`src/rtl/scit_pkg.sv`:
```
// Shared types, codes and helpers for the sound-CPU I/O register and timer unit.
package scit_pkg;

   localparam int NUM_TIMERS   = 3;
   localparam int NUM_PORTS    = 4;
   localparam int NUM_AUX      = 2;

   localparam int SLOW_TIMER_PERIOD_DEF = 128;
   localparam int FAST_TIMER_PERIOD_DEF = 16;
   localparam int TICKS_PER_ACCESS_DEF  = 2;

   localparam int REQ_DATA_W = 16;
   localparam int RSP_DATA_W = 24;

   typedef enum logic [2:0] {
      OP_IDLE       = 3'd0,
      OP_CPU_READ   = 3'd1,
      OP_CPU_WRITE  = 3'd2,
      OP_HOST_READ  = 3'd3,
      OP_HOST_WRITE = 3'd4
   } op_type;

   // I/O register offsets from F0
   localparam logic [3:0] ADDR_TEST     = 4'h0;
   localparam logic [3:0] ADDR_CONTROL  = 4'h1;
   localparam logic [3:0] ADDR_DSP_ADDR = 4'h2;
   localparam logic [3:0] ADDR_DSP_DATA = 4'h3;
   localparam logic [3:0] ADDR_PORT0    = 4'h4;
   localparam logic [3:0] ADDR_PORT1    = 4'h5;
   localparam logic [3:0] ADDR_PORT2    = 4'h6;
   localparam logic [3:0] ADDR_PORT3    = 4'h7;
   localparam logic [3:0] ADDR_AUX0     = 4'h8;
   localparam logic [3:0] ADDR_AUX1     = 4'h9;
   localparam logic [3:0] ADDR_TARGET0  = 4'hA;
   localparam logic [3:0] ADDR_TARGET1  = 4'hB;
   localparam logic [3:0] ADDR_TARGET2  = 4'hC;
   localparam logic [3:0] ADDR_COUNTER0 = 4'hD;
   localparam logic [3:0] ADDR_COUNTER1 = 4'hE;
   localparam logic [3:0] ADDR_COUNTER2 = 4'hF;

   // TEST register bits
   localparam int TEST_TIMER_DISABLE_BIT = 0;
   localparam int TEST_RAM_WRITE_BIT     = 1;
   localparam int TEST_RAM_BLOCK_BIT     = 2;
   localparam int TEST_TIMER_ENABLE_BIT  = 3;
   localparam logic [7:0] TEST_RESET     = 8'h0A;

   // CONTROL register bits
   localparam int CTRL_CLEAR_LOW_BIT  = 4;
   localparam int CTRL_CLEAR_HIGH_BIT = 5;
   localparam int CTRL_BOOT_ROM_BIT   = 7;

   typedef struct packed {
      logic [7:0] prescale;
      logic       toggle;
      logic       gated;
      logic       on;
      logic [7:0] target;
      logic [7:0] divider;
      logic [3:0] tick;
   } timer_type;

   // Resample the gated line; a falling edge steps the divider against its target.
   // Target 0 behaves as 256 because the divider wraps back to 0.
   function automatic timer_type timer_sync(timer_type tm, logic [7:0] test);
      timer_type r;
      logic      level;
      logic      fall;
      r     = tm;
      level = tm.toggle & test[TEST_TIMER_ENABLE_BIT] & ~test[TEST_TIMER_DISABLE_BIT];
      fall  = tm.gated & ~level;
      r.gated = level;
      if (fall && tm.on) begin
         r.divider = tm.divider + 8'd1;
         if (r.divider == tm.target) begin
            r.divider = '0;
            r.tick    = tm.tick + 4'd1;
         end
      end
      return r;
   endfunction

endpackage

```
`src/rtl/sound_cpu_io_timer_unit_top.sv`:
```
// Top level of the sound-CPU I/O register file, mailbox ports and three timers.
//
//  channel | dir | ports                              | beat contents
//  --------+-----+------------------------------------+---------------------------------------
//  req     | in  | req_tvalid req_tready req_tdata    | one bus cycle: operation, address, data
//  rsp     | out | rsp_tvalid rsp_tready rsp_tdata    | read byte, status flags, DSP address
//
// Decode, timer advance and register update for a request beat are one pass of logic
// from the register state to the result register, so a beat can be taken every cycle
// while rsp is not stalled. The result register is the only buffer; a new beat is taken
// whenever it is empty or is being drained in the same cycle. A stall on rsp holds the
// result and stops req. Synchronous active-high reset returns the state registers to their
// power-on values (TEST = 0A, boot ROM on) and empties the result register.
module sound_cpu_io_timer_unit_top #(
   parameter int SLOW_TIMER_PERIOD = scit_pkg::SLOW_TIMER_PERIOD_DEF,
   parameter int FAST_TIMER_PERIOD = scit_pkg::FAST_TIMER_PERIOD_DEF,
   parameter int TICKS_PER_ACCESS  = scit_pkg::TICKS_PER_ACCESS_DEF
) (
   input  logic                            clock,
   input  logic                            reset,
   input  logic                            req_tvalid,
   output logic                            req_tready,
   // [2:0] operation, [6:3] register_address, [14:7] write_data, [15] direct_page_flag
   input  logic [scit_pkg::REQ_DATA_W-1:0] req_tdata,
   output logic                            rsp_tvalid,
   input  logic                            rsp_tready,
   // [7:0] read_data, [8] boot_rom_enabled, [9] ram_write_allowed, [10] ram_blocked,
   // [18:11] dsp_register_address, [23:19] zero
   output logic [scit_pkg::RSP_DATA_W-1:0] rsp_tdata
);

   localparam logic [7:0] SLOW_PERIOD = 8'(SLOW_TIMER_PERIOD);
   localparam logic [7:0] FAST_PERIOD = 8'(FAST_TIMER_PERIOD);
   localparam logic [7:0] TICK_STEP   = 8'(TICKS_PER_ACCESS);

   // architectural state
   scit_pkg::timer_type timers_ff [scit_pkg::NUM_TIMERS];
   scit_pkg::timer_type timers_in [scit_pkg::NUM_TIMERS];
   logic [7:0]          h2c_ff    [scit_pkg::NUM_PORTS];
   logic [7:0]          h2c_in    [scit_pkg::NUM_PORTS];
   logic [7:0]          c2h_ff    [scit_pkg::NUM_PORTS];
   logic [7:0]          c2h_in    [scit_pkg::NUM_PORTS];
   logic [7:0]          aux_ff    [scit_pkg::NUM_AUX];
   logic [7:0]          aux_in    [scit_pkg::NUM_AUX];
   logic [7:0]          dsp_addr_ff, dsp_addr_in;
   logic [7:0]          test_ff, test_in;
   logic                boot_ff, boot_in;

   // result register
   logic                            rsp_valid_ff, rsp_valid_in;
   logic [scit_pkg::RSP_DATA_W-1:0] rsp_data_ff, rsp_data_in;

   // request fields
   scit_pkg::op_type op;
   logic [3:0]       addr;
   logic [7:0]       wdata;
   logic             pflag;
   logic             req_fire;
   logic [7:0]       rdata;

   assign op    = scit_pkg::op_type'(req_tdata[2:0]);
   assign addr  = req_tdata[6:3];
   assign wdata = req_tdata[14:7];
   assign pflag = req_tdata[15];

   // take a beat whenever the result slot is free or drains this cycle
   assign req_tready = !rsp_valid_ff || rsp_tready;
   assign req_fire   = req_tvalid && req_tready;

   assign rsp_tvalid = rsp_valid_ff;
   assign rsp_tdata  = rsp_data_ff;

   always_comb begin : next_state
      logic [7:0] sum;
      logic [7:0] period;
      timers_in   = timers_ff;
      h2c_in      = h2c_ff;
      c2h_in      = c2h_ff;
      aux_in      = aux_ff;
      dsp_addr_in = dsp_addr_ff;
      test_in     = test_ff;
      boot_in     = boot_ff;
      rdata       = '0;
      sum         = '0;
      period      = '0;

      if (req_fire) begin
         // every sound-CPU cycle advances the prescalers before the access is decoded
         if (op == scit_pkg::OP_IDLE || op == scit_pkg::OP_CPU_READ ||
             op == scit_pkg::OP_CPU_WRITE) begin
            for (int t = 0; t < scit_pkg::NUM_TIMERS; t++) begin
               period = (t == scit_pkg::NUM_TIMERS - 1) ? FAST_PERIOD : SLOW_PERIOD;
               sum    = timers_ff[t].prescale + TICK_STEP;
               timers_in[t].prescale = sum;
               if (sum >= period) begin
                  timers_in[t].prescale = sum - period;
                  timers_in[t].toggle   = ~timers_ff[t].toggle;
                  timers_in[t] = scit_pkg::timer_sync(timers_in[t], test_ff);
               end
            end
         end

         case (op)
            scit_pkg::OP_CPU_READ: begin
               case (addr)
                  scit_pkg::ADDR_DSP_ADDR: rdata = dsp_addr_ff;
                  scit_pkg::ADDR_PORT0, scit_pkg::ADDR_PORT1,
                  scit_pkg::ADDR_PORT2, scit_pkg::ADDR_PORT3: rdata = h2c_ff[addr[1:0]];
                  scit_pkg::ADDR_AUX0, scit_pkg::ADDR_AUX1: rdata = aux_ff[addr[0]];
                  // output counters clear on read
                  scit_pkg::ADDR_COUNTER0: begin
                     rdata = {4'd0, timers_in[0].tick};
                     timers_in[0].tick = '0;
                  end
                  scit_pkg::ADDR_COUNTER1: begin
                     rdata = {4'd0, timers_in[1].tick};
                     timers_in[1].tick = '0;
                  end
                  scit_pkg::ADDR_COUNTER2: begin
                     rdata = {4'd0, timers_in[2].tick};
                     timers_in[2].tick = '0;
                  end
                  default: rdata = '0;   // write-only registers and DSP data read as zero
               endcase
            end
            scit_pkg::OP_CPU_WRITE: begin
               case (addr)
                  scit_pkg::ADDR_TEST: begin
                     if (!pflag) begin
                        test_in = wdata;
                        for (int t = 0; t < scit_pkg::NUM_TIMERS; t++) begin
                           timers_in[t] = scit_pkg::timer_sync(timers_in[t], wdata);
                        end
                     end
                  end
                  scit_pkg::ADDR_CONTROL: begin
                     if (wdata[scit_pkg::CTRL_CLEAR_LOW_BIT]) begin
                        h2c_in[0] = '0;
                        h2c_in[1] = '0;
                     end
                     if (wdata[scit_pkg::CTRL_CLEAR_HIGH_BIT]) begin
                        h2c_in[2] = '0;
                        h2c_in[3] = '0;
                     end
                     boot_in = wdata[scit_pkg::CTRL_BOOT_ROM_BIT];
                     // a rising enable restarts the divider and output counter
                     for (int t = 0; t < scit_pkg::NUM_TIMERS; t++) begin
                        if (!timers_in[t].on && wdata[t]) begin
                           timers_in[t].divider = '0;
                           timers_in[t].tick    = '0;
                        end
                        timers_in[t].on = wdata[t];
                     end
                  end
                  scit_pkg::ADDR_DSP_ADDR: dsp_addr_in = wdata;
                  scit_pkg::ADDR_PORT0, scit_pkg::ADDR_PORT1,
                  scit_pkg::ADDR_PORT2, scit_pkg::ADDR_PORT3: c2h_in[addr[1:0]] = wdata;
                  scit_pkg::ADDR_AUX0, scit_pkg::ADDR_AUX1: aux_in[addr[0]] = wdata;
                  scit_pkg::ADDR_TARGET0: timers_in[0].target = wdata;
                  scit_pkg::ADDR_TARGET1: timers_in[1].target = wdata;
                  scit_pkg::ADDR_TARGET2: timers_in[2].target = wdata;
                  default: ;   // DSP data and output counters drop writes
               endcase
            end
            scit_pkg::OP_HOST_READ:  rdata = c2h_ff[addr[1:0]];
            scit_pkg::OP_HOST_WRITE: h2c_in[addr[1:0]] = wdata;
            default: ;   // idle and unused codes touch nothing more
         endcase
      end
   end

   // result beat reports the state after this cycle's effects
   always_comb begin
      rsp_valid_in = rsp_valid_ff;
      rsp_data_in  = rsp_data_ff;
      if (req_fire) begin
         rsp_valid_in = 1'b1;
         rsp_data_in  = {5'd0, dsp_addr_in,
                         test_in[scit_pkg::TEST_RAM_BLOCK_BIT],
                         test_in[scit_pkg::TEST_RAM_WRITE_BIT],
                         boot_in, rdata};
      end else if (rsp_tready) begin
         rsp_valid_in = 1'b0;
      end
   end

   always_ff @(posedge clock) begin
      if (reset) begin
         for (int t = 0; t < scit_pkg::NUM_TIMERS; t++) begin
            timers_ff[t] <= '0;
         end
         for (int p = 0; p < scit_pkg::NUM_PORTS; p++) begin
            h2c_ff[p] <= '0;
            c2h_ff[p] <= '0;
         end
         for (int x = 0; x < scit_pkg::NUM_AUX; x++) begin
            aux_ff[x] <= '0;
         end
         dsp_addr_ff  <= '0;
         test_ff      <= scit_pkg::TEST_RESET;
         boot_ff      <= 1'b1;
         rsp_valid_ff <= 1'b0;
      end else begin
         timers_ff    <= timers_in;
         h2c_ff       <= h2c_in;
         c2h_ff       <= c2h_in;
         aux_ff       <= aux_in;
         dsp_addr_ff  <= dsp_addr_in;
         test_ff      <= test_in;
         boot_ff      <= boot_in;
         rsp_valid_ff <= rsp_valid_in;
      end
   end

   // payload only, no reset
   always_ff @(posedge clock) begin
      rsp_data_ff <= rsp_data_in;
   end

endmodule

```
`config.mk`:
```
export PLATFORM = sky130hd
export DESIGN_NAME = sound_cpu_io_timer_unit_top
export DESIGN_NICKNAME = d
export VERILOG_FILES = /design/src/rtl/scit_pkg.sv /design/src/rtl/sound_cpu_io_timer_unit_top.sv
export SDC_FILE = /design/constraint.sdc
export NUM_CORES = 1
export LEC_CHECK = 0
export ABC_AREA = 1
export BUFFER_PORTS_ARGS = -buffer_cell sky130_fd_sc_hd__buf_2
export CAP_MARGIN = 30
export CELL_PAD_IN_SITES_DETAIL_PLACEMENT = 1
export CELL_PAD_IN_SITES_GLOBAL_PLACEMENT = 1
export CORE_AREA = 2 2 181 183
export DETAILED_ROUTE_END_ITERATION = 10
export DIE_AREA = 0 0 183 185
export GPL_TIMING_DRIVEN = 0
export MAX_ROUTING_LAYER = met4
export PLACE_DENSITY = 0.8
export SYNTH_ARGS = -nofsm -noshare
export SYNTH_HDL_FRONTEND = slang
export SYNTH_SLANG_ARGS = --single-unit
```
`constraint.sdc`:
```
create_clock -name clock -period 3.2 [get_ports clock]
set_clock_uncertainty 0.05 [all_clocks]
set_input_delay 0.64 -clock clock [delete_from_list [all_inputs] [get_ports clock]]
set_output_delay 0.64 -clock clock [all_outputs]
set_load 0.03 [all_outputs]
```
Yosys cells after proc, flatten, opt, wreduce, memory -nomap -nowiden
Cells that the tools add are included.

Register bits: 206.

Reductions and logical operators: 30. Multiplexer cells: 76. Order comparisons: 7. Bitwise logic cells: 32. Add/sub/neg operators: 18. Equality and inequality tests: 27.

Operators with widths (count): 93-bit 2-to-1 mux (2); 12-bit 2-to-1 mux (15); 8-bit 2-to-1 mux (12); 31-bit 2-to-1 mux (3); 84-bit 2-to-1 mux (1); 12-bit one-hot mux with 2 select lines (3); 32-bit bitwise mux (2); 32-bit one-hot mux with 2 select lines (1); 8-bit one-hot mux with 2 select lines (4); 27-bit 2-to-1 mux (2); 8-bit by 1-bit adder with 8-bit output (second input constant) (6); 8-bit == test (6); 8-bit one-hot mux with 6 select lines (1); 8-bit binary-select mux with 2-bit select (2); 4-bit == test (second input constant) (8); 16-bit 2-to-1 mux (2); 32-bit 2-to-1 mux (1); 4-bit by 1-bit adder with 4-bit output (second input constant) (6); 8-bit by 2-bit adder with 8-bit output (second input constant) (3); 4-bit one-hot mux with 2 select lines (3); 10-bit 2-to-1 mux (2); 1-bit bitwise AND (18); 18-bit 2-to-1 mux (1); 16-bit bitwise mux (1); other kinds (35) (85).

Depth between registers and ports, before layout
Word-level depth: 19. Mapped depth: 29. Mapped depth without buffers: 29.

Least setup slack after synthesis
No wires, ideal clock.

Kind: reg-to-reg. Start point: register timers_ff[24] (netlist bit). End point: register timers_ff[0] (netlist bit). Cell stages (with the launch flop): 27. Data required time: 3.031 ns. Data arrival time: 3.221 ns. Path buffers: 2. Slack: -0.191 ns. Path through: dfxtp_1 > ha_1 > nand3_1 > nand2_1 > nand2_1 > ha_1 > nand3_2 > nor2_4 > nand2_2 > nand3b_2 > buf_6 > o21ai_4 > ha_1 > nand3_1 > nor2_4 > nand3_1 > nand3_1 > nand2_1 > nor2_1 > nand2_1 > nor2_4 > buf_6 > nand3_1 > nand3_1 > nand3_1 > nand2_1 > a21oi_1.

Longest elaborated chain between the ends: 14. Elaborated cells between the ends (all ways): 20. Those cells by class: 3 x add/sub; 1 x order compare; 1 x eq/ne; 10 x mux; 4 x bitwise; 1 x reduce/logical.

Ends and longest elaborated chain: start, declared (RTL line sound_cpu_io_timer_unit_top.sv:37) `scit_pkg::timer_type timers_ff [scit_pkg::NUM_TIMERS];`; start signal, assigned (RTL line sound_cpu_io_timer_unit_top.sv:204) `timers_ff <= timers_in;`; 8-bit by 2-bit adder with 8-bit output (*) (RTL line sound_cpu_io_timer_unit_top.sv:93) `sum = timers_ff[t].prescale + TICK_STEP;`; 8-bit by 5-bit >= comparator with 1-bit output (*) (RTL line sound_cpu_io_timer_unit_top.sv:95) `if (sum >= period) begin`; 31-bit 2-to-1 mux (*) (RTL line sound_cpu_io_timer_unit_top.sv:95); 93-bit 2-to-1 mux (*) (RTL line sound_cpu_io_timer_unit_top.sv:89) `if (op == scit_pkg::OP_IDLE || op == scit_pkg::OP_CPU_READ ||`; 93-bit 2-to-1 mux (*) (RTL line sound_cpu_io_timer_unit_top.sv:87) `if (req_fire) begin`; branches (longest 8 deep; another with 8-bit by 1-bit adder with 8-bit output); 4-bit one-hot mux with 2 select lines (*) (RTL line sound_cpu_io_timer_unit_top.sv:103) `case (op)`.

Mark *: on every way between the ends. The select of a mux whose other input is x is not followed. A chain may end at the register's enable or synchronous reset.

Final worst setup path
Start point: register timers_ff[35] (netlist bit). End point: register timers_ff[33] (netlist bit).

Longest elaborated chain between the ends: 14. Elaborated cells between the ends (all ways): 17. Those cells by class: 3 x add/sub; 2 x eq/ne; 12 x mux.

Ends and longest elaborated chain: 8-bit by 1-bit adder with 8-bit output (RTL line scit_pkg.sv:74) `r.divider = tm.divider + 8'd1;`; 8-bit == test (RTL line scit_pkg.sv:75) `if (r.divider == tm.target) begin`; 12-bit 2-to-1 mux (RTL line scit_pkg.sv:75); 12-bit 2-to-1 mux (RTL line scit_pkg.sv:73) `if (fall && tm.on) begin`; 31-bit 2-to-1 mux (RTL line sound_cpu_io_timer_unit_top.sv:95); 93-bit 2-to-1 mux (*) (RTL line sound_cpu_io_timer_unit_top.sv:89); 93-bit 2-to-1 mux (*) (RTL line sound_cpu_io_timer_unit_top.sv:87); 8-bit by 1-bit adder with 8-bit output (RTL line scit_pkg.sv:74); 8-bit == test (RTL line scit_pkg.sv:75); 12-bit 2-to-1 mux (RTL line scit_pkg.sv:75); 12-bit 2-to-1 mux (RTL line scit_pkg.sv:73); 84-bit 2-to-1 mux (RTL line sound_cpu_io_timer_unit_top.sv:129) `if (!pflag) begin`; 12-bit one-hot mux with 2 select lines (RTL line sound_cpu_io_timer_unit_top.sv:127) `case (addr)`; 4-bit one-hot mux with 2 select lines (*) (RTL line sound_cpu_io_timer_unit_top.sv:103).

Mark *: on every way between the ends. The rest lies on a longest branch, timed or not. The select of a mux whose other input is x is not followed.

==> impl_metrics.csv <==
group,metric,value,unit
power_and_ir_drop,vdd_ir_drop_max,0.4145,mV
clock_tree,cts.path.max_buffers,3,
worst_setup_path,worstSetupStartpointType,"flip-flop",
clock_tree,root_buffer,"clkbuf_16",
die,chipHeight,185,um
clock_tree,cts.htree.levels,1,
worst_setup_path,worstPathArrival,4060,ps
die,num_rows,66,
yosys,synth_cells,1965,
yosys,synth_commonest_cells,"nand2_1 (511), inv_1 (255), a21oi_1 (201), dfxtp_1 (184), o21ai_0 (175)",
die,initial_utilization,39.23,%
drt,wl_per_cell,21.50,um
yosys,synthDistinctLibCells,52,
drt,num_vias,14729,
status,violations,"negative setup slack",
power_and_ir_drop,seqPwrFrac,41.2,%
placement,placed_cells,2414,
global_routing,first_global_vias,14694,
drt,drt-pass1-iter-count,5,
run,cap_violations,0,
global_routing,grt_first_pass_wirelength,78970,um
worst_setup_path,cp-end-kind,"flip-flop",
power_and_ir_drop,p_int,4.610,mW
placement,numPortBuffers,37,
power_and_ir_drop,clock_power_share,46.0,%
yosys,async_flop_share,0,%
power_and_ir_drop,swShare,28.74,%
drt,wl,54770,um
global_routing,grt_max_degree,29,
status,status,"complete, but fails checks",
yosys,synth_area,12570,um^2
power_and_ir_drop,pwr-share-comb,12.8,%
sta,min_period,3631,ps
yosys,synth_area_leaders,"dfxtp_1 (29%), nand2_1 (15%), a21oi_1 (8.0%)",
clock_tree,clkTransAtPathRegs,60,ps
cells_and_area,drive_above_1_share,22.73,%
sta,clock.fmax,0.2754,GHz
yosys,ys.warnings.count,0,
drt,dr.first_iter.drc_count,1132,
yosys,ys_ff_latch,203,
sta,hold_viol,0,
sta,grt_setup_unrepaired,"yes",
sta,setup_viol,36,
sta,min_period_over_period,113.5,%
yosys,synth.most_common_cell,"nand2_1",
sta,hold_ws,341.2,ps
global_routing,grt_usage,30.36,%
power_and_ir_drop,netSwitchingPower,1.859,mW
sta,maxSlewViolCount,0,
power_and_ir_drop,p_leak,6.224,nW
drt,ant_nets,0,
sta,setup_slack,-430.7,ps
clock_tree,cts_num_sinks,203,
global_routing,grt_overflow,0,
worst_setup_path,critPathMaxFanout,6,
cells_and_area,stdcell_count,2547,
hold_path,min_path_type,"in2reg",
worst_setup_path,cp.required,3630,ps
clock_tree,cts_buffers,25,
die,die_w,183,um
drt,viasPerCell,5.783,
die,design.core.area,32040,um^2
sta,slew_headroom,24.84,%
clock_tree,cts_tree,"done",
die,die_area,33860,um^2
yosys,avgSynthCellArea,6.396,um^2
die,ios,46,
clock_tree,cts_hold_buf,0,
global_routing,antenna_found_initial,0,
placement,place_congestion,0.9285,
yosys,synth_flop_cell,"dfxtp_1",
yosys,synth_edf_count,19,
cells_and_area,layout.nets,2156,
worst_setup_path,crit_type,"reg2reg",
placement,dpl.hpwl,35570,um
sta,worst_pin_slew,1127,ps
clock_tree,clock_latency,550,ps
power_and_ir_drop,p_per_area,399.5,nW/um^2
yosys,synth_top_cell_by_area,"dfxtp_1",
cells_and_area,flow.area_growth_from_synthesis,28.85,%
yosys,yosysTopAreaCellShare,29.31,%
drt,drc,0,
yosys,ys_seq_area_share,33.85,%
[placed cells by master (no fill, tap or decap), types with 5 or more instances in the layout]
cell type and n:
nor2_1 94, dfxtp_2 12, nand2_4 21, nand3_1 120, o21ai_4 5, a21oi_1 177, nand3_4 17, inv_1 245
nand2_1 454, nor2_2 24, xor2_2 5, inv_2 15, nand2_2 50, buf_2 39, buf_4 78, ha_4 9
o211ai_1 5, o22ai_2 9, ha_1 7, buf_6 16, xor2_1 6, clkbuf_1 67, a211oi_1 6, xnor2_1 5
nand3_2 34, o221ai_1 8, conb_1 5, nor2_4 28, o21ai_0 156, o21ai_1 21, a21oi_2 23, a22oi_1 37
edfxtp_1 19, clkbuf_8 5, clkbuf_16 26, dfxtp_4 12, nor3_1 18, o21ai_2 14, nand4_1 21, dfxtp_1 160
[per-layer routing]
layer	part of all wire [%]	vias to the layer above	global-route usage, %
li1	-	6794	-
met4	5.1	0	13.34
met3	5.8	178	4.522
met2	49	475	51.44
met1	41	7282	35.87
met5	0	-	-
[worst paths after layout]
kind	slack, ps	depth (start not counted)	start	to
max reg2reg	-430	24	timers_ff[35]	timers_ff[33]
min reg2reg	390	2	aux_ff[15]	aux_ff[15]
max	-430	24	timers_ff[35]	timers_ff[33]
min	340	4	rsp_tready	rsp_tvalid
[critical path: stages (launching register included)]
cell,delay (ps)
dfxtp_4,380
ha_4,290
inv_2,40
nand2_1,60
nand4_1,110
nor2_1,190
nand2_1,120
nor2_4,110
nand3_4,140
nand3_4,150
nand2_8,60
ha_4,230
xnor2_2,190
nand3_2,130
nor2_2,140
nand3_1,90
nor2_2,130
nand3_2,100
nor2_4,220
nand3_2,120
nand2_2,90
nand3_2,80
nand2_1,130
nand2_1,80
a21oi_2,110
[timing repair]
action	in CTS	in global routing
buffers inserted	50	35
setup endpoints to repair	45	73
gates cloned	2	0
pin swaps	80	111
endpoints found under the hold margin	0	0
gates resized for setup	189	176
[power groups by stage]
stage                     Clock, mW  Sequential [mW]  Combinational (mW)
final                          2.97             2.67               0.827
after floorplan                   0             2.72               0.406
after global routing           3.09             2.67               0.879
after CTS                      3.00             2.66               0.725
after detailed placement          0             2.72               0.659
after global placement            0             2.71               0.639
[registers in the layout, summed over array words and instances, names as in the netlist]
name,flops
aux_ff,16
boot_ff,1
c2h_ff,32
dsp_addr_ff,8
h2c_ff,32
rsp_tdata,19
rsp_tvalid,1
test_ff,4
timers_ff,90
[stage by stage]
stage                     TNS [ps]  worst slack [ps]  power, mW  util, %  cell area, um^2
after floorplan                  0             10.12      3.130        -            12610
after global placement      -55090             -1290      3.353    41.53            13310
after detailed placement    -59370             -1331      3.376    41.53            13310
after CTS                    -5748            -273.4      6.384    47.51            15220
after global routing        -18090            -602.5      6.635    50.54            16190
final                       -12150            -430.7      6.469    50.54            16190
[final cells by class]
cell class | instances | area [um^2]
repair buffers | 123 | 892.1
plain buffers | 81 | 370.4
inverters | 263 | 993.5
well taps | 408 | 510.5
diodes | 1 | 2.502
clock inverters | 11 | 122.6
fillers | 4145 | 15850
clock buffers | 35 | 734.5
multi-input cells | 1422 | 8254
flip-flops and latches | 203 | 4314
[cell families (layout without fill, tap and decap cells)]
family                     after synthesis  count (layout)  share of synthesized area [%]
AOI/OAI and AO/OA                      486             486                          21.55
xor gates and xnor gates                19              19                          1.324
adders and majority gates               17              17                          1.692
buffers and inverters                  344             513                          10.67
DFF                                    203             203                          33.85
other                                    1               6                        0.02984
and+or+nand+nor                        895             895                          30.88
Power figures use the tool's default switching activity.
